==> src/rtl/core/bezier_curve_sampler_core_assert.svh <==
// Assertion macros for the Bezier curve sampler.
// Included by the sampler core, which checks its own sequencing.
`ifndef BEZIER_CURVE_SAMPLER_CORE_ASSERT_SVH
`define BEZIER_CURVE_SAMPLER_CORE_ASSERT_SVH

`ifndef NO_ASSERTIONS

// same-cycle implication
`define BZS_ASSERT_IMP(label, clk, rst_n, ante, cons, msg) \
    label: assert property (@(posedge clk) disable iff (!(rst_n)) (ante) |-> (cons)) \
        else $error(msg);

// next-cycle implication
`define BZS_ASSERT_NXT(label, clk, rst_n, ante, cons, msg) \
    label: assert property (@(posedge clk) disable iff (!(rst_n)) (ante) |=> (cons)) \
        else $error(msg);

`else

`define BZS_ASSERT_IMP(label, clk, rst_n, ante, cons, msg)
`define BZS_ASSERT_NXT(label, clk, rst_n, ante, cons, msg)

`endif

`endif

==> src/rtl/core/bzs_pkg.sv <==
// Shared types and constants for the Bezier curve sampler.
// No dependencies; used by bzs_lerp, the sampler core and the testbench.
package bzs_pkg;

    localparam int COORD_W        = 20;
    localparam int PT_W           = 2 * COORD_W;
    localparam int PIDX_W         = 4;
    localparam int STEPS_W        = 11;
    localparam int PCNT_W         = 5;
    localparam int T_FRAC         = 16;
    localparam int T_W            = T_FRAC + 1;
    localparam int DIV_W          = STEPS_W + T_FRAC;
    localparam int DEF_MAX_POINTS = 16;

    localparam int CFG_IDX_W  = 2;
    localparam int CFG_DATA_W = 11;

    localparam logic [CFG_IDX_W-1:0] CFG_POINT_COUNT  = 2'd0;
    localparam logic [CFG_IDX_W-1:0] CFG_SAMPLE_STEPS = 2'd1;

    localparam logic [STEPS_W-1:0] STEPS_RESET = 11'd120;

    localparam logic CMD_WRITE = 1'b0;
    localparam logic CMD_EVAL  = 1'b1;

    typedef struct packed {
        logic signed [COORD_W-1:0] x;
        logic signed [COORD_W-1:0] y;
    } t_bzs_pt;

    typedef struct packed {
        logic                      command;
        logic [PIDX_W-1:0]         point_index;
        logic signed [COORD_W-1:0] point_x;
        logic signed [COORD_W-1:0] point_y;
        logic [STEPS_W-1:0]        sample_index;
    } t_bzs_req;

    typedef struct packed {
        logic signed [COORD_W-1:0] curve_x;
        logic signed [COORD_W-1:0] curve_y;
        logic                      valid_res;
        logic                      last_sample;
    } t_bzs_res;

endpackage

==> src/rtl/core/bzs_ram.sv <==
// Generic single-write, single-read RAM with registered read data.
// No dependencies.
module bzs_ram #(
    parameter int W = 8,
    parameter int D = 16
) (
    input  logic                 i_clk,
    input  logic                 i_we,
    input  logic [$clog2(D)-1:0] i_waddr,
    input  logic [W-1:0]         i_wdata,
    input  logic [$clog2(D)-1:0] i_raddr,
    output logic [W-1:0]         o_rdata
);

    logic [W-1:0] r_mem [D];
    logic [W-1:0] r_rdata;

    always_ff @(posedge i_clk) begin
        if (i_we) begin
            r_mem[i_waddr] <= i_wdata;
        end
        r_rdata <= r_mem[i_raddr];
    end

    assign o_rdata = r_rdata;

endmodule

==> src/rtl/core/bzs_lerp.sv <==
// Two-lane unsigned Q1.16 linear interpolation unit, round to nearest, one product register.
// Depends on bzs_pkg.
module bzs_lerp import bzs_pkg::*; #(
    parameter int AW = 4
) (
    input  logic           i_clk,
    input  logic           i_rst_n,
    input  logic           i_vld,
    input  logic [AW-1:0]  i_idx,
    input  logic [T_W-1:0] i_t,
    input  t_bzs_pt        i_a,
    input  t_bzs_pt        i_b,
    output logic           o_vld,
    output logic [AW-1:0]  o_idx,
    output t_bzs_pt        o_p
);

    localparam int PROD_W = COORD_W + 1 + T_W + 1;
    localparam int Q_W    = PROD_W - T_FRAC;
    localparam logic signed [PROD_W-1:0] RND = PROD_W'(1 << (T_FRAC - 1));

    logic signed [COORD_W:0]   w_dx;
    logic signed [COORD_W:0]   w_dy;
    logic signed [T_W:0]       w_tm;
    logic signed [PROD_W-1:0]  r_prod_x;
    logic signed [PROD_W-1:0]  r_prod_y;
    t_bzs_pt                   r_a;
    logic [AW-1:0]             r_idx;
    logic                      r_vld;
    logic signed [PROD_W-1:0]  w_sx;
    logic signed [PROD_W-1:0]  w_sy;
    logic signed [Q_W-1:0]     w_qx;
    logic signed [Q_W-1:0]     w_qy;
    logic signed [Q_W-1:0]     w_px;
    logic signed [Q_W-1:0]     w_py;

    assign w_dx = (COORD_W + 1)'(i_b.x) - (COORD_W + 1)'(i_a.x);
    assign w_dy = (COORD_W + 1)'(i_b.y) - (COORD_W + 1)'(i_a.y);
    assign w_tm = $signed({1'b0, i_t});

    always_ff @(posedge i_clk) begin
        if (!i_rst_n) begin
            r_vld <= 1'b0;
        end else begin
            r_vld <= i_vld;
        end
    end

    always_ff @(posedge i_clk) begin
        if (i_vld) begin
            r_prod_x <= w_dx * w_tm;
            r_prod_y <= w_dy * w_tm;
            r_a      <= i_a;
            r_idx    <= i_idx;
        end
    end

    assign w_sx = r_prod_x + RND;
    assign w_sy = r_prod_y + RND;
    assign w_qx = w_sx[PROD_W-1:T_FRAC];
    assign w_qy = w_sy[PROD_W-1:T_FRAC];
    assign w_px = w_qx + Q_W'(r_a.x);
    assign w_py = w_qy + Q_W'(r_a.y);

    assign o_vld   = r_vld;
    assign o_idx   = r_idx;
    assign o_p.x   = w_px[COORD_W-1:0];
    assign o_p.y   = w_py[COORD_W-1:0];

endmodule

==> src/rtl/core/bezier_curve_sampler_core.sv <==
// Bezier curve sampler: control point store and de Casteljau evaluator.
// Write request: taken while idle, no result, busy stays low.
// Evaluate request, n points in use: a 27-step t divider, then one interpolation a cycle
// per round, with a turnaround after each round; one point or none skip the divider.
// Next request is taken in the strobe cycle. Sync reset, low. Needs bzs_pkg, bzs_ram, bzs_lerp.
`include "bezier_curve_sampler_core_assert.svh"

module bezier_curve_sampler_core import bzs_pkg::*; #(
    parameter int MAX_POINTS = DEF_MAX_POINTS
) (
    input  logic                  i_clk,
    input  logic                  i_rst_n,
    input  logic                  start,
    input  t_bzs_req              i_req,
    output logic                  busy,
    output logic                  o_strobe,
    output t_bzs_res              o_res,
    input  logic                  i_cfg_valid,
    output logic                  o_cfg_ready,
    input  logic [CFG_IDX_W-1:0]  i_cfg_index,
    input  logic [CFG_DATA_W-1:0] i_cfg_data
);

    localparam int AW  = $clog2(MAX_POINTS);
    localparam int CW  = $clog2(MAX_POINTS + 1);
    localparam int NW  = (CW > PCNT_W) ? CW : PCNT_W;
    localparam int IW  = ((AW > PIDX_W) ? AW : PIDX_W) + 1;
    localparam int DCW = $clog2(DIV_W);

    typedef enum logic [4:0] {
        S_IDLE  = 5'b00001,
        S_DIV   = 5'b00010,
        S_ONE   = 5'b00100,
        S_READ  = 5'b01000,
        S_DRAIN = 5'b10000
    } t_state;

    t_state               r_state;
    t_state               n_state;
    logic [PCNT_W-1:0]    r_point_count;
    logic [STEPS_W-1:0]   r_sample_steps;
    logic [STEPS_W-1:0]   r_den;
    logic                 r_last;
    logic [DIV_W-1:0]     r_div_n;
    logic [STEPS_W-1:0]   r_rem;
    logic [DCW-1:0]       r_div_cnt;
    logic [AW-1:0]        r_m;
    logic [AW-1:0]        r_k;
    logic                 r_src_cp;
    logic                 r_drain;
    logic                 r_d1_vld;
    logic                 r_d1_first;
    logic                 r_d1_src;
    logic [AW-1:0]        r_d1_k;
    t_bzs_pt              r_prev;
    logic                 r_out_vld;
    t_bzs_res             r_out;

    logic                 w_acc;
    logic                 w_acc_eval;
    logic [STEPS_W-1:0]   w_steps;
    logic [STEPS_W-1:0]   w_i;
    logic                 w_last;
    logic [NW-1:0]        w_pc;
    logic [NW-1:0]        w_n;
    logic [IW-1:0]        w_widx;
    logic                 w_cp_we;
    logic [AW-1:0]        w_raddr;
    logic [PT_W-1:0]      w_cp_q;
    logic [PT_W-1:0]      w_wk_q;
    t_bzs_pt              w_cp_pt;
    t_bzs_pt              w_wk_pt;
    t_bzs_pt              w_q;
    t_bzs_pt              w_wdata;
    logic [STEPS_W:0]     w_rem_sh;
    logic [STEPS_W:0]     w_rem_sub;
    logic                 w_ge;
    logic                 w_lp_vld;
    logic [AW-1:0]        w_lp_idx;
    t_bzs_pt              w_lp_p;
    logic                 w_final;

    assign w_acc      = start && !busy;
    assign w_acc_eval = w_acc && (i_req.command == CMD_EVAL);
    assign w_steps    = (r_sample_steps == '0) ? STEPS_W'(1) : r_sample_steps;
    assign w_i        = (i_req.sample_index > w_steps) ? w_steps : i_req.sample_index;
    assign w_last     = (w_i == w_steps);
    assign w_pc       = NW'(r_point_count);
    assign w_n        = (w_pc > NW'(MAX_POINTS)) ? NW'(MAX_POINTS) : w_pc;

    assign w_widx     = IW'(i_req.point_index);
    assign w_cp_we    = w_acc && (i_req.command == CMD_WRITE) && (w_widx < IW'(MAX_POINTS));
    assign w_wdata.x  = i_req.point_x;
    assign w_wdata.y  = i_req.point_y;
    assign w_raddr    = (r_state == S_READ) ? r_k : '0;

    bzs_ram #(.W(PT_W), .D(MAX_POINTS)) u_cp_ram (
        .i_clk   (i_clk),
        .i_we    (w_cp_we),
        .i_waddr (AW'(w_widx)),
        .i_wdata (w_wdata),
        .i_raddr (w_raddr),
        .o_rdata (w_cp_q)
    );

    bzs_ram #(.W(PT_W), .D(MAX_POINTS)) u_wk_ram (
        .i_clk   (i_clk),
        .i_we    (w_lp_vld),
        .i_waddr (w_lp_idx),
        .i_wdata (w_lp_p),
        .i_raddr (w_raddr),
        .o_rdata (w_wk_q)
    );

    assign w_cp_pt = t_bzs_pt'(w_cp_q);
    assign w_wk_pt = t_bzs_pt'(w_wk_q);
    assign w_q     = r_d1_src ? w_cp_pt : w_wk_pt;

    bzs_lerp #(.AW(AW)) u_lerp (
        .i_clk   (i_clk),
        .i_rst_n (i_rst_n),
        .i_vld   (r_d1_vld && !r_d1_first),
        .i_idx   (r_d1_k - AW'(1)),
        .i_t     (r_div_n[T_W-1:0]),
        .i_a     (r_prev),
        .i_b     (w_q),
        .o_vld   (w_lp_vld),
        .o_idx   (w_lp_idx),
        .o_p     (w_lp_p)
    );

    assign w_final   = w_lp_vld && (r_m == AW'(1));

    assign w_rem_sh  = {r_rem, r_div_n[DIV_W-1]};
    assign w_ge      = (w_rem_sh >= {1'b0, r_den});
    assign w_rem_sub = w_rem_sh - {1'b0, r_den};

    always_comb begin
        n_state = r_state;
        unique case (r_state)
            S_IDLE: begin
                if (w_acc_eval) begin
                    if (w_n == '0) begin
                        n_state = S_IDLE;
                    end else if (w_n == NW'(1)) begin
                        n_state = S_ONE;
                    end else begin
                        n_state = S_DIV;
                    end
                end
            end
            S_DIV: begin
                if (r_div_cnt == '0) begin
                    n_state = S_READ;
                end
            end
            S_ONE: begin
                n_state = S_IDLE;
            end
            S_READ: begin
                if (r_k == r_m) begin
                    n_state = S_DRAIN;
                end
            end
            S_DRAIN: begin
                if (r_drain) begin
                    n_state = (r_m == AW'(1)) ? S_IDLE : S_READ;
                end
            end
            default: begin
                n_state = S_IDLE;
            end
        endcase
    end

    always_ff @(posedge i_clk) begin
        if (!i_rst_n) begin
            r_state        <= S_IDLE;
            r_point_count  <= '0;
            r_sample_steps <= STEPS_RESET;
            r_div_cnt      <= '0;
            r_m            <= '0;
            r_k            <= '0;
            r_src_cp       <= 1'b0;
            r_drain        <= 1'b0;
            r_d1_vld       <= 1'b0;
            r_out_vld      <= 1'b0;
        end else begin
            r_state   <= n_state;
            r_d1_vld  <= (r_state == S_READ);
            r_out_vld <= (w_acc_eval && (r_state == S_IDLE) && (w_n == '0))
                         || (r_state == S_ONE) || w_final;
            if (i_cfg_valid) begin
                unique case (i_cfg_index)
                    CFG_POINT_COUNT:  r_point_count  <= i_cfg_data[PCNT_W-1:0];
                    CFG_SAMPLE_STEPS: r_sample_steps <= i_cfg_data[STEPS_W-1:0];
                    default: ;
                endcase
            end
            unique case (r_state)
                S_IDLE: begin
                    if (w_acc_eval) begin
                        r_div_cnt <= DCW'(DIV_W - 1);
                        r_m       <= AW'(w_n - NW'(1));
                        r_k       <= '0;
                        r_src_cp  <= 1'b1;
                    end
                end
                S_DIV: begin
                    r_div_cnt <= r_div_cnt - DCW'(1);
                end
                S_ONE: ;
                S_READ: begin
                    r_k     <= r_k + AW'(1);
                    r_drain <= 1'b0;
                end
                S_DRAIN: begin
                    r_drain <= 1'b1;
                    if (r_drain && (r_m != AW'(1))) begin
                        r_m      <= r_m - AW'(1);
                        r_k      <= '0;
                        r_src_cp <= 1'b0;
                    end
                end
                default: ;
            endcase
        end
    end

    always_ff @(posedge i_clk) begin
        r_d1_first <= (r_k == '0);
        r_d1_src   <= r_src_cp;
        r_d1_k     <= r_k;
        if (r_d1_vld) begin
            r_prev <= w_q;
        end
        if ((r_state == S_IDLE) && w_acc_eval) begin
            r_last            <= w_last;
            r_den             <= w_steps;
            r_rem             <= '0;
            r_div_n           <= {w_i, T_FRAC'(0)} + DIV_W'(w_steps >> 1);
            r_out.curve_x     <= '0;
            r_out.curve_y     <= '0;
            r_out.valid_res   <= 1'b0;
            r_out.last_sample <= w_last;
        end
        if (r_state == S_DIV) begin
            r_rem   <= w_ge ? w_rem_sub[STEPS_W-1:0] : w_rem_sh[STEPS_W-1:0];
            r_div_n <= {r_div_n[DIV_W-2:0], w_ge};
        end
        if (r_state == S_ONE) begin
            r_out.curve_x     <= w_cp_pt.x;
            r_out.curve_y     <= w_cp_pt.y;
            r_out.valid_res   <= 1'b0;
            r_out.last_sample <= r_last;
        end
        if (w_final) begin
            r_out.curve_x     <= w_lp_p.x;
            r_out.curve_y     <= w_lp_p.y;
            r_out.valid_res   <= 1'b1;
            r_out.last_sample <= r_last;
        end
    end

    assign busy        = (r_state != S_IDLE);
    assign o_strobe    = r_out_vld;
    assign o_res       = r_out;
    assign o_cfg_ready = 1'b1;

    `BZS_ASSERT_IMP(a_strobe_idle, i_clk, i_rst_n, o_strobe, !busy, "result while busy")
    `BZS_ASSERT_NXT(a_eval_progress, i_clk, i_rst_n, w_acc_eval, busy || o_strobe,
                    "evaluate request dropped")
    `BZS_ASSERT_IMP(a_lerp_in_round, i_clk, i_rst_n, w_lp_vld,
                    (r_state == S_READ) || (r_state == S_DRAIN), "interpolation outside a round")
    `BZS_ASSERT_IMP(a_rem_bound, i_clk, i_rst_n, r_state == S_DIV, r_rem < r_den,
                    "divider remainder out of range")

endmodule

==> config.mk <==
export PLATFORM = sky130hd
export DESIGN_NAME = bezier_curve_sampler_core
export DESIGN_NICKNAME = d
export VERILOG_FILES = /design/src/rtl/core/bzs_pkg.sv /design/src/rtl/core/bzs_ram.sv /design/src/rtl/core/bzs_lerp.sv /design/src/rtl/core/bezier_curve_sampler_core.sv
export VERILOG_INCLUDE_DIRS = /design/src /design/src/rtl/core
export SDC_FILE = /design/constraint.sdc
export NUM_CORES = 2
export LEC_CHECK = 0
export BUFFER_PORTS_ARGS = -buffer_cell sky130_fd_sc_hd__buf_2
export CAP_MARGIN = 5
export CORE_ASPECT_RATIO = 1.4
export CORE_MARGIN = 2
export CORE_UTILIZATION = 58
export DETAILED_ROUTE_END_ITERATION = 10
export PLACE_DENSITY = 0.89
export RECOVER_POWER = 100
export SYNTH_ARGS = -nofsm -noshare
export SYNTH_HDL_FRONTEND = slang
export SYNTH_SLANG_ARGS = --single-unit
==> constraint.sdc <==
create_clock -name i_clk -period 9.3 [get_ports i_clk]
set_input_delay 1.86 -clock i_clk [delete_from_list [all_inputs] [get_ports i_clk]]
set_output_delay 1.86 -clock i_clk [all_outputs]
set_load 0.01 [all_outputs]
Word level (Yosys, flattened, before mapping)
Memories as Yosys holds them, arrays and structs flattened. A register that Yosys moved wholly into a read port is not among the register bits.
Index checks and enable logic that the tools add are counted.
{ "classes": {"n_addsub": 13, "multipliers": 2, "magnitude_cmp": 4, "eq_ne": 17, "n_mux": 37, "bitwise": 1, "n_reduce_logical": 31} }
{ "op_table": {"columns": ["cell", "n"], "rows": [
  ["42-bit two-way mux", 3],
  ["36-bit by 17-bit adder with 36-bit output (second input constant)", 2],
  ["21-bit by 18-bit multiplier with 36-bit output", 2],
  ["11-bit two-way mux", 5],
  ["27-bit two-way mux", 2],
  ["20-bit by 20-bit subtractor with 21-bit output", 2],
  ["20-bit adder", 2],
  ["40-bit two-way mux", 1],
  ["5-bit two-way mux", 6],
  ["27-bit by 10-bit adder with 27-bit output", 1],
  ["4-bit two-way mux", 6],
  ["5-bit case mux with 4 select lines", 1],
  ["12-bit by 11-bit greater-or-equal comparator with 1-bit output", 1],
  ["4-bit case mux with 3 select lines", 1],
  ["4-bit by 1-bit subtractor with 4-bit output (second input constant)", 3],
  ["11-bit equality test", 1],
  ["11-bit greater-than comparator", 1],
  ["11-bit logical NOT", 1],
  ["11-bit subtractor", 1],
  ["5-bit by 1-bit equality test with 1-bit output (second input constant)", 2],
  ["5-bit logical NOT", 2],
  ["5-bit case mux with 2 select lines", 1],
  ["2-bit nonzero test", 5],
  ["1-bit logical AND", 9],
  ["other kinds (28)", 44]
]} }
{ "totals": {"reg_bits": 293, "mem_bits_rw": 1280, "input_bits": 73, "out_inout_bits": 45, "elab_cells": 136, "n_memories": 2} }
{ "memory_table": {"columns": ["memory", "depth", "word_bits", "read_ports", "rd_clocked_by_memory_dff", "write_ports", "line", "text"], "rows": [
  ["u_cp_ram.r_mem", 16, 40, 1, 1, 1, "bzs_ram.sv:15", "logic [W-1:0] r_mem [D];"],
  ["u_wk_ram.r_mem", 16, 40, 1, 1, 1, "bzs_ram.sv:15", null]
]} }

Logic depth before layout (Yosys ltp)
{ "depth": {"word_depth": 8, "depth_mapped": 37} }

Cells and area by module
Synthesis repeated with hierarchy kept, for this count alone.
{ "hier_totals": {"hier_cells": 6168, "hier_area_um2": 89632.2} }
{ "by_module_without_submodules": {"columns": ["module", "instances", "cells_per_inst", "area_each_um2", "seq_area_each_um2"], "rows": [
  ["bzs_lerp", 1, 3380, 30827.1, 2602.5],
  ["bzs_ram at u_cp_ram", 1, 1040, 25132.9, 20019.2],
  ["bzs_ram at u_wk_ram", 1, 1040, 25131.6, 20019.2],
  ["bezier_curve_sampler_core", 1, 708, 8540.7, 4834.6]
]} }

Worst setup path before layout
OpenSTA, ideal clock, no wires.
{ "synth_path": {"path_type": "register to register", "startpoint": "reg r_d1_src", "endpoint": "reg u_lerp.r_prod_y[35], data pin", "t_arrival_ns": 8.554, "t_required_ns": 9.042, "slack_ns": 0.488, "stages_incl_launch_ff": 35, "n_path_buf": 3, "synth_period_minus_slack_ns": 8.812, "path_cell_list": "dfxtp_1 > buf_1 > mux2i_1 > inv_1 > ha_1 > nor2b_1 > o21a_1 > o21ai_1 > a211oi_1 > o41ai_2 > a211oi_1 > or3_1 > a21oi_1 > xnor2_1 > buf_2 > nand2_1 > fa_1 > fa_1 > fa_1 > fa_1 > fa_1 > fa_1 > inv_1 > ha_1 > clkbuf_1 > a21oi_1 > o21ai_1 > a221o_1 > a21o_1 > nand3_1 > nand2_1 > or4_1 > a31o_1 > a21oi_2 > xor2_1"} }
{ "synth_lines": {"columns": ["element", "line", "text"], "rows": [
  ["start, declared", "bezier_curve_sampler_core.sv:53", "logic r_d1_src;"],
  ["start signal, assigned", "bezier_curve_sampler_core.sv:232", "r_d1_src <= r_src_cp;"],
  ["end signal, assigned", "bzs_lerp.sv:52", "r_prod_y <= w_dy * w_tm;"],
  ["end, declared", "bzs_lerp.sv:26", "logic signed [PROD_W-1:0] r_prod_y;"]
]} }

Worst setup path in the final report
{ "layout_path": {"startpoint": "reg r_d1_src", "endpoint": "reg u_lerp.r_prod_x[35], data pin"} }
{ "layout_via": {"elab_chain_len": 3} }
{ "layout_rtl": {"columns": ["element", "line", "text"], "rows": [
  ["40-bit two-way mux", "bezier_curve_sampler_core.sv:117", "assign w_q = r_d1_src ? w_cp_pt : w_wk_pt;"],
  ["20-bit by 20-bit subtractor with 21-bit output", "bzs_lerp.sv:37", "assign w_dx = (COORD_W + 1)'(i_b.x) - (COORD_W + 1)'(i_a.x);"],
  ["21-bit by 18-bit multiplier with 36-bit output", "bzs_lerp.sv:51", "r_prod_x <= w_dx * w_tm;"],
  ["end signal, assigned", "bzs_lerp.sv:51", null],
  ["end, declared", "bzs_lerp.sv:25", "logic signed [PROD_W-1:0] r_prod_x;"]
]} }
Every way passes these cells.
A chain may end at the register's enable or synchronous reset.

==> results.json <==
{
  "die_y_microns": 469.1,
  "wl_microns": 238500,
  "dp_hpwl_microns": 143300,
  "first_iter_violations": 6287,
  "drv_slew": 1938,
  "yosys_warnings": 0,
  "synth_edf_count": 1497,
  "final_cells": 8571,
  "grt-ovfl-total": 0,
  "route.detailed.drc": 0,
  "tightest_slew_ns": 4.999,
  "antenna_left": 0,
  "fin_ws_ns": 0.1440,
  "final_common_cell": "edfxtp_1",
  "worstSetupPathType": "reg -> reg",
  "slew_headroom_pct": -233.2,
  "critPathLaunchType": "flip-flop",
  "syn2layout_area_growth_pct": 8.955,
  "yosysSeqAreaShare_pct": 52.98,
  "cts_made_buffers": 141,
  "critPathMaxStageDelay_ns": 0.65,
  "syn_area_per_cell_sq_um": 14.36,
  "wl_met1_microns": 77160,
  "setup_viol_count_final": 0,
  "final_cell_mix": "1497 x edfxtp_1, 864 x inv_1, 673 x fa_1",
  "skew_ns": 0.04025,
  "synth_area_sq_mm": 0.08961,
  "first_pass_iters": 6,
  "violations": "max-capacitance violations, max-slew violations",
  "syn_inst": 6242,
  "fmax_mhz": 109.2,
  "nFillCells": 10087,
  "h-tree-depth": 4,
  "cap_violations": 53,
  "core_sq_mm": 0.1534,
  "synthesis.nets": 7273,
  "fp.dieW_microns": 336.2,
  "viasPerCell": 6.406,
  "clkLatencyLatePin_ns": 0.79,
  "rows": 170,
  "start_util_pct": 58.43,
  "top_layer_used": "met5",
  "cts.root.buffer_cell": "clkbuf_16",
  "period_share_pct": 98.45,
  "cts.sinks": 1623,
  "slowest_stage": "fa_1",
  "fin_crit_ns": 9.156,
  "nNetsFinal": 7417,
  "crit_arrival_ns": 9.69,
  "num_io_pins": 118,
  "grt_max_degree": 140,
  "drive_above_1_share_pct": 12.77,
  "gp_congestion": 0.9346,
  "wl_met2_microns": 120400,
  "required_ns": 9.83,
  "status": "finished with violations",
  "wl_per_cell_microns": 27.83,
  "synthFlopType": "edfxtp_1",
  "finalHoldViolCount": 0,
  "dieArea_sq_mm": 0.1577,
  "pre_cts_slack_ns": 0.01332,
  "grt_pass1_wl_microns": 355500,
  "hp-class": "reg -> reg",
  "clockBufferDepth": 3,
  "end_kind": "flip-flop",
  "grt_pass1_vias": 57871,
  "synth.distinct_cells": 79,
  "place_inst": 8281,
  "place_area_sq_mm": 0.09313,
  "fin_area_sq_mm": 0.09764,
  "crit_fanout": 16,
  "antenna_found_initial": 19,
  "vias": 54909,
  "async_flop_share_pct": 0,
  "clk_pin_slew_ns": 0.07,
  "crit_top_cell": "fa_1",
  "grt.total_usage_pct": 30.53,
  "cts_tree": "done",
  "synth-seq-cells": 1623,
  "port_buffers": 116,
  "met3WireLength_microns": 24220
}
cells in the mapped netlist (all sizes together), types with 20 or more instances:
library cell / instances / share of area, %
nand3: 142 / 0.79
buf: 51 / 0.24
a31oi: 20 / 0.14
clkbuf: 226 / 0.95
and3: 30 / 0.21
mux4: 320 / 8.0
a21o: 21 / 0.18
mux2: 116 / 1.5
nand2: 483 / 2.0
ha: 285 / 4.0
mux2i: 97 / 1.1
o21a: 28 / 0.23
xor2: 58 / 0.57
inv: 864 / 3.6
a22o: 39 / 0.38
fa: 673 / 15
and2: 290 / 2.0
nor3: 51 / 0.28
nand2b: 39 / 0.27
a21oi: 86 / 0.49
dfxtp: 126 / 2.8
nor2: 150 / 0.63
edfxtp: 1497 / 50
nor2b: 75 / 0.52
xnor2: 135 / 1.3
o21ai: 153 / 0.85
sequential cells by signal (all words and copies together) (netlist names), 21 cells and up:
| name | cells |
|---|---|
| u_wk_ram.o_rdata | 40 |
| o_res | 42 |
| u_cp_ram.o_rdata | 40 |
| u_lerp.r_prod_x | 21 |
| u_wk_ram.r_mem | 640 |
| r_prev | 40 |
| u_lerp.r_prod_y | 21 |
| u_cp_ram.r_mem | 640 |
| r_div_n | 27 |
| u_lerp.r_a | 40 |
layer usage:
layer / track usage (%) / up-vias
met5: 0 / -
met1: 36.37 / 27721
met4: 18.54 / 20
met3: 5.466 / 1076
met2: 51.98 / 4047
li1: - / 22045
critical path, delay by kind of cell, from the launching register on:
kind | cells | cell delay [ns]
multiplexers | 1 | 0.31
AO/OA/AOI/OAI | 11 | 2.63
XOR/XNOR | 1 | 0.16
adder cells (fa/ha/maj) | 9 | 3.95
buffers and inverters | 6 | 0.78
AND/OR/NAND/NOR | 4 | 0.67
flip-flops | 1 | 0.40
worst paths after layout:
check	cells past startpoint	slack, ns	startpoint	end
hold / removal	0	0.45	r_prev[38]$_DFFE_PP_	u_lerp.r_a[38]$_DFFE_PP_
hold reg to reg	0	0.45	r_prev[38]$_DFFE_PP_	u_lerp.r_a[38]$_DFFE_PP_
setup / recovery	32	0.14	r_d1_src$_DFF_P_	u_lerp.r_prod_x[35]$_DFFE_PP_
setup reg to reg	32	0.14	r_d1_src$_DFF_P_	u_lerp.r_prod_x[35]$_DFFE_PP_
layout make-up:
cell class | instances | area [sq um] | share of cell area, %
clock buffers | 180 | 3766 | 3.857
clock inverters | 78 | 769.5 | 0.7881
inverters | 864 | 3243 | 3.322
well taps | 2064 | 2582 | 2.645
multi-input cells | 3478 | 38200 | 39.13
diodes | 6 | 15.01 | 0.01538
repair buffers | 278 | 1580 | 1.618
flip-flops and latches | 1623 | 47480 | 48.63
cell families (layout without fill, tap and decap cells):
logic type	after synthesis	in the layout	synth area share, %
flops	1623	1623	52.98
fa+ha+maj	958	958	19.01
xor+xnor	194	194	1.911
buf+inv	1141	1400	4.804
compound gates	459	459	3.366
mux	533	533	10.58
simple gates	1333	1333	7.340
other cells	1	7	0.004185
per-stage QoR:
step	hold WS, ns	util [%]	TNS, ns
4_1_cts	0.4357	63.70	0
2_1_floorplan	0.3314	-	0
5_1_grt	0.4509	63.66	-0.6708
3_3_place_gp	0.4315	60.73	0
3_5_place_dp	0.4379	60.73	0
6_report	0.4466	63.67	0
repair_timing:
item,CTS,global route
hold buffers,0,0
endpoints found under the setup margin,3,18
gates resized for setup,3,46
buffers inserted,1,15
pin swaps,1,11
hold endpoints to repair,0,0
Power is not shown: default switching activity piles up to over one toggle a cycle in this logic, so the estimate is an artifact.
